--- config.mk ---
export PLATFORM = sky130hd
export DESIGN_NAME = hpt_div_step
export DESIGN_NICKNAME = d
export VERILOG_FILES = /design/src/design/hpt_pkg.sv /design/src/design/hpt_div_step.sv
export SDC_FILE = /design/constraint.sdc
export NUM_CORES = 1
export LEC_CHECK = 0
export BUFFER_PORTS_ARGS = -buffer_cell sky130_fd_sc_hd__buf_2
export CAP_MARGIN = 25
export CORE_AREA = 2 2 389 391
export DETAILED_ROUTE_END_ITERATION = 10
export DIE_AREA = 0 0 391 393
export PLACE_DENSITY = 0.37
export REMOVE_ABC_BUFFERS = 1
export SYNTH_ARGS = -nofsm -noshare
export SYNTH_HDL_FRONTEND = slang
export SYNTH_SLANG_ARGS = --single-unit
--- constraint.sdc ---
create_clock -name clk -period 3.25 [get_ports clk]
set_input_delay 0.1625 -clock clk [delete_from_list [all_inputs] [get_ports clk]]
set_output_delay 0.1625 -clock clk [all_outputs]
set_load 0.02 [all_outputs]
--- src/design/hpt_pkg.sv ---
// Shared constants and helpers for the homogeneous point transform.
// No dependencies; every other design file imports this package.
`timescale 1ns / 1ps
`default_nettype none
package hpt_pkg;

  localparam int FIELD_W         = 32;  // width of every coordinate field
  localparam int MAT_W           = 32;  // width of one matrix entry
  localparam int CFG_W           = 64;  // widest configuration register
  localparam int CFG_IDX_W       = 4;   // index port, wide enough to see stray writes
  localparam int NUM_REGS        = 8;
  localparam int DEF_FRAC_BITS   = 16;
  localparam int DEF_COORD_WIDTH = 32;

  // Width of the full-precision sum of three products plus translation.
  function automatic int sum_width(input int cw, input int f);
    int m;
    begin
      m = (cw > f) ? cw : f;
      return m + MAT_W + 2;
    end
  endfunction

  // Width of one transformed component after dropping the extra fraction bits.
  function automatic int comp_width(input int cw, input int f);
    begin
      return sum_width(cw, f) - f;
    end
  endfunction

endpackage
`default_nettype wire

--- src/design/hpt_div_step.sv ---
// One restoring-division step for the three lanes, one quotient bit each.
// Depends on hpt_pkg only by convention; all widths come from parameters.
`timescale 1ns / 1ps
`default_nettype none
module hpt_div_step #(
  parameter int DW  = 51,
  parameter int NW  = 67,
  parameter int QW  = 33,
  parameter int BIT = 0
) (
  input  logic clk,
  input  logic en,
  input  logic [DW-1:0]        d_in,
  input  logic [2:0][DW-1:0]   rem_in,
  input  logic [2:0][NW-1:0]   n_in,
  input  logic [2:0][QW-1:0]   q_in,
  output logic [DW-1:0]        d_out,
  output logic [2:0][DW-1:0]   rem_out,
  output logic [2:0][NW-1:0]   n_out,
  output logic [2:0][QW-1:0]   q_out
);
  import hpt_pkg::*;

  logic [2:0][DW-1:0] rem_next;
  logic [2:0]         qbit;

  always_comb begin
    logic [DW:0] t;
    for (int l = 0; l < 3; l++) begin
      t       = {rem_in[l], n_in[l][BIT]};
      qbit[l] = (t >= {1'b0, d_in});
      rem_next[l] = qbit[l] ? DW'(t - {1'b0, d_in}) : DW'(t);
    end
  end

  always_ff @(posedge clk) begin
    if (en) begin
      d_out <= d_in;
      n_out <= n_in;
      for (int l = 0; l < 3; l++) begin
        rem_out[l] <= rem_next[l];
        q_out[l]   <= {q_in[l][QW-2:0], qbit[l]};
      end
    end
  end

endmodule
`default_nettype wire

==> results of run 1 <==
-- cells by family (layout without fill, tap and decap cells) --
group | count (synthesis) | after routing | share of synthesized area, %
AOI/OAI and AO/OA | 597 | 597 | 14.20
and+or+nand+nor | 530 | 530 | 9.604
DFF | 504 | 504 | 58.26
buffers and inverters | 193 | 2261 | 2.996
adders and majority gates | 156 | 156 | 7.600
xor gates and xnor gates | 140 | 140 | 4.720
muxes | 61 | 61 | 2.620
other | 0 | 10 | 0
-- final cells by class --
| cell class | count | area, um2 | area share (%) |
|---|---|---|---|
| inverters | 93 | 356.6 | 0.7919 |
| repair buffers | 2050 | 14490 | 32.19 |
| flip-flops and latches | 504 | 15130 | 33.61 |
| clock inverters | 37 | 395.4 | 0.8780 |
| clock buffers | 81 | 1750 | 3.887 |
| multi-input cells | 1484 | 10440 | 23.19 |
| well taps | 1944 | 2432 | 5.401 |
| diodes | 10 | 25.02 | 0.05557 |
-- critical path: stages --
cell and delay, ns:
dlygate4sd3_1 0.65, ha_1 0.34, nand4_1 0.15, buf_4 0.17, or4_4 0.54, nor4_4 0.25, buf_4 0.20, a21oi_1 0.09
o21ai_1 0.14, nand2_1 0.08, o311a_4 0.16, buf_12 0.17, clkbuf_16 0.18, mux2_2 0.28
-- sequential cells by signal (all words and copies together), names as in the netlist --
register and cells:
n_out 201, d_out 51, q_out 99, rem_out 153
-- placed cells by master, fill, tap and decap left out, types with 41 or more instances in the layout --
cell type      count
edfxtp_1         504
xor2_1            60
xnor2_1           80
nand4_1           45
o21ai_0          167
a21oi_1          161
buf_4            513
nand3_1           41
clkbuf_16         72
mux2_2            53
nor2_1            89
buf_2           1003
a21o_1            82
inv_1             89
ha_1             145
nand2_1          211
dlygate4sd3_1    500
-- metal layers --
| layer | up-vias | GRT usage, % | part of all wire [%] |
|---|---|---|---|
| li1 | 12271 | - | - |
| met1 | 12060 | 17.78 | 38 |
| met2 | 736 | 30.85 | 52 |
| met3 | 189 | 3.158 | 5.0 |
| met4 | 10 | 7.848 | 4.7 |
| met5 | - | 0 | 0.047 |
-- power breakdown --
part / switching [mW] / internal, mW
sequential: 0.246 / 8.01
clock: 3.12 / 4.27
combinational: 3.59 / 2.76
total: 6.96 / 15.0
-- what timing repair did --
item / CTS / global route
hold buffers: 501 / 0
endpoints found under the setup margin: 0 / 134
buffers inserted: 0 / 15
hold endpoints to repair: 501 / 0
resized for setup: 0 / 103
-- final timing paths --
path	startpoint	endpoint	cells past startpoint
setup / recovery	rem_in[66]	rem_out[75]	14
hold / removal	en	n_out[181]	1
==> qor.yml, run 1 <==
status: "complete, no violations"
htree_levels: 3
clock-root-buffer: "clkbuf_16"
yosys.area.top_type_share_pct: 58.26
finalSetupTns_ns: 0
syn-cell-area_um2: 25980
fin_nets: 4862
dp.cells: 5555
rsz0062_at_grt: "true"
boundaryPins: 1010
dp_hpwl_um: 109400
synth.top_cells.by_area: "edfxtp_1 58%, ha_1 7.4%, o21ai_0 3.5%"
core_area_um2: 149200
fmax_ghz: 0.3127
maxSlewHeadroom_pct: 43.42
layout-drive-gt1-share_pct: 41.73
finalWirelength_um: 134400
crit_type: "in2reg"
cp.required_ns: 3.63
clk_pin_slew_ns: 0.06
die_h_um: 393
globalplace.congestion: 0.8410
rows: 142
finalSetupViolCount: 0
initial_utilization_pct: 17.41
worstPathMaxFanout: 5
cap_violations: 0
worstSetupEndpointType: "flip-flop"
irDropWorstVdd_v: 0.0003428
place_area_um2: 37170
whs_ns: 0.06771
slew_violations: 0
min_period_over_period_pct: 98.39
ys_ff_latch: 504
synth-async-reset-ratio_pct: 0
synth_edf_count: 504
arrival_ns: 3.58
cts-buffers-inserted: 67
final_core_util_pct: 30.17
fp.dieW_um: 391
drtAntennaViolNets: 0
grt_max_degree: 74
fin_ws_ns: 0.05231
n_fill_cell: 15689
grt_usage_pct: 16.51
netlist_instances: 2181
grt_overflow: 0
powerDensity_nw_per_um2: 488.5
yosysMostFrequentCell: "edfxtp_1"
pre_cts_ws_ns: -0.6693
yosysWarnings: 0
dominantRegCellSynth: "edfxtp_1"
wl_per_cell_um: 21.67
cts.sinks: 504
cts_tree: "built"
die_area_um2: 153700
tightest_slew_ns: 0.8487
avgSynthCellArea_um2: 11.91
io_buffers: 1006
clk_path_buf_depth: 3
power_mw: 22.00
final_cells: 6203
vias_per_cell: 4.073
period_minus_slack_ns: 3.198
areaGrowthSynthToFinish_pct: 73.35
design_area_um2: 45030
grt_antenna_before_repair: 18
dr.pass1.iters: 5
hold_viol_final: 0
power.leakage_nw: 19.56
remaining_drc_errors: 0
dr.first_iter.drc_count: 1233
hold_path_class: "in2reg"
ys_seq_area_share_pct: 58.26
grt_pass1_vias: 26357
synth_top_area_cell: "edfxtp_1"
num_vias: 25266
synthTopCellsByCount: "504 x edfxtp_1, 213 x nand2_1, 181 x o21ai_0, 174 x a21oi_1, 153 x ha_1"
synth.distinct_cells: 65
worst_setup_path_start_kind: "primary input"
grt_pass1_wl_um: 182500
Note: power is estimated with default switching activity, not from simulation.
==> inputs of run 2 (changes only) <==
Settings changed: SETUP_SLACK_MARGIN set to 0.1.
==> run 2 against run 1 <==
  * Global-route usage up 0.072 points
  * Critical path depth up 2
  * Combinational power up 0.6%
  * Power up 0.31%
  * Sequential power about the same
  * Non-clock buffer count up 9
  * Hold slack worse by 0.014 ns
  * Sequential share of layout area down 0.18 points
  * Critical endpoint is now rem_out[49]
  * Highest routed layer unchanged
==> qor.yml, run 2 (synthesis results as in run 1) <==
clock-root-buffer: "clkbuf_16"
worst_setup_path_start_kind: "primary input"
clk_path_buf_depth: 3
dr.pass1.iters: 5
largestRegisters: "n_out x201, rem_out x153, q_out x99"
area.sequential_um2: 15130
die_area_um2: 153700
final_core_util_pct: 30.34
remaining_drc_errors: 0
cap_violations: 0
multi_input_area_um2: 10610
hold_path_class: "in2reg"
die_h_um: 393
met3_length_um: 6619
power_mw: 22.07
slowest_stage: "a311oi_2"
min_period_over_period_pct: 96.03
core_area_um2: 149200
cts_tree: "built"
initial_utilization_pct: 17.41
powerDensity_nw_per_um2: 487.3
most-common-layout-cells: "1002 x buf_2, 521 x buf_4, 504 x edfxtp_1"
n_fill_cell: 15680
grt_overflow: 0
wl_met1_um: 51340
period_minus_slack_ns: 3.121
fin_nets: 4871
cts-buffers-inserted: 67
num_vias: 25433
wl_per_cell_um: 21.81
clk_pin_slew_ns: 0.05
pre_cts_ws_ns: -0.6693
startpoint: "d_in[1]"
layout-drive-gt1-share_pct: 42.37
fp.dieW_um: 391
power.leakage_nw: 19.62
globalplace.congestion: 0.8410
hold-path-endpoint: "rem_out[51]"
worstSetupEndpointType: "flip-flop"
slew_violations: 0
routed.top_layer: "met5"
cp_num_buf_inv: 6
grt_pass1_wl_um: 183200
min_from: "n_in[67]"
rows: 142
worstPathMaxFanout: 4
final_common_cell: "buf_2"
grt_antenna_before_repair: 23
grt_usage_pct: 16.59
rsz0062_at_grt: "true"
htree_levels: 3
areaGrowthSynthToFinish_pct: 74.29
largest_reg_flops: 201
drtAntennaViolNets: 0
whs_path_depth: 4
tightest_slew_ns: 0.8438
grt_max_degree: 74
fmax_ghz: 0.3204
wl_met2_um: 71260
dp.cells: 5555
cts.sinks: 504
arrival_ns: 3.50
maxSlewHeadroom_pct: 43.75
dr.first_iter.drc_count: 1141
crit_path_max_incr_delay_ns: 0.36
largest-register: "n_out"
status: "complete, no violations"
crit_type: "in2reg"
finalSetupViolCount: 0
fin_ws_ns: 0.1289
final_cells: 6213
finalWirelength_um: 135500
cp.required_ns: 3.63
io_buffers: 1006
cp_top_family: "compound AO/OA/AOI/OAI gates"
irDropWorstVdd_v: 0.0003426
dp_hpwl_um: 109400
grt_pass1_vias: 26393
path_common_cell: "buf_4"
boundaryPins: 1010
vias_per_cell: 4.094
hold_viol_final: 0
cp_cell_sequence: "buf_2 -> buf_4 -> inv_1 -> ha_1 -> nor2b_1 -> o221ai_1 -> buf_4 -> a311oi_2 -> buf_4 -> o21ai_1 -> a31oi_2 -> nor2b_1 -> o41ai_1 -> buf_4 -> xnor2_1 -> o21ai_0"
==> run 2: changes by cell type in the layout (fill, tap and decap cells not counted), sizes merged <==
cell / change
buf: +8
inv: -1
clkbuf: +1
diode: +1
clkinvlp: +1
==> run 2: per-layer routing <==
metal / vias up / GRT usage, %
li1: 12293 / -
met1: 12168 / 17.79
met2: 768 / 31.13
met3: 194 / 3.187
met4: 10 / 7.701
met5: - / 0
==> run 2: timing repair <==
action | CTS | global route
setup buffers | 1 | 20
pin swaps | 1 | 35
endpoints found under the setup margin | 5 | 146
hold endpoints to repair | 501 | 0
resized for setup | 2 | 143
hold buffers | 501 | 0
gates cloned | 0 | 7
==> run 2: cell type report <==
class                           count  area share, %
Sequential cell                   504          33.43
Timing Repair Buffer             2059          32.17
Multi-Input combinational cell   1484          23.43
Tap cell                         1944          5.372
Clock buffer                       81          3.866
Clock inverter                     37         0.8733
Inverter                           93         0.8014
Antenna cell                       11        0.06080
==> run 2: power by group <==
| group | total (mW) | internal (mW) | leakage [nW] | switching [mW] |
|---|---|---|---|---|
| clock | 7.42 | 4.27 | 1.04 | 3.14 |
| combinational | 6.39 | 2.78 | 13.7 | 3.62 |
| sequential | 8.25 | 8.01 | 4.93 | 0.248 |
| total | 22.1 | 15.1 | 19.6 | 7.01 |
==> run 2: through the flow <==
step | setup TNS [ns] | hold slack [ns] | instance area [um2]
finish | 0 | 0.05375 | 45280
global route | 0 | 0.04433 | 45270
CTS | 0 | 0.01208 | 44350
detailed placement | -77.90 | 0.3406 | 37170
global placement | -71.34 | 0.3396 | 37170
floorplan | -153.07 | 0.2614 | 25550
==> run 2: worst max-delay path by stage <==
stage | end | slack, ns | cells past startpoint
floorplan | rem_out[106] | -1.46 | 11
global placement | rem_out[49] | -0.70 | 16
detailed placement | rem_out[49] | -0.67 | 16
CTS | rem_out[53] | 0.10 | 15
global route | rem_out[49] | 0.05 | 16
finish | rem_out[49] | 0.13 | 16
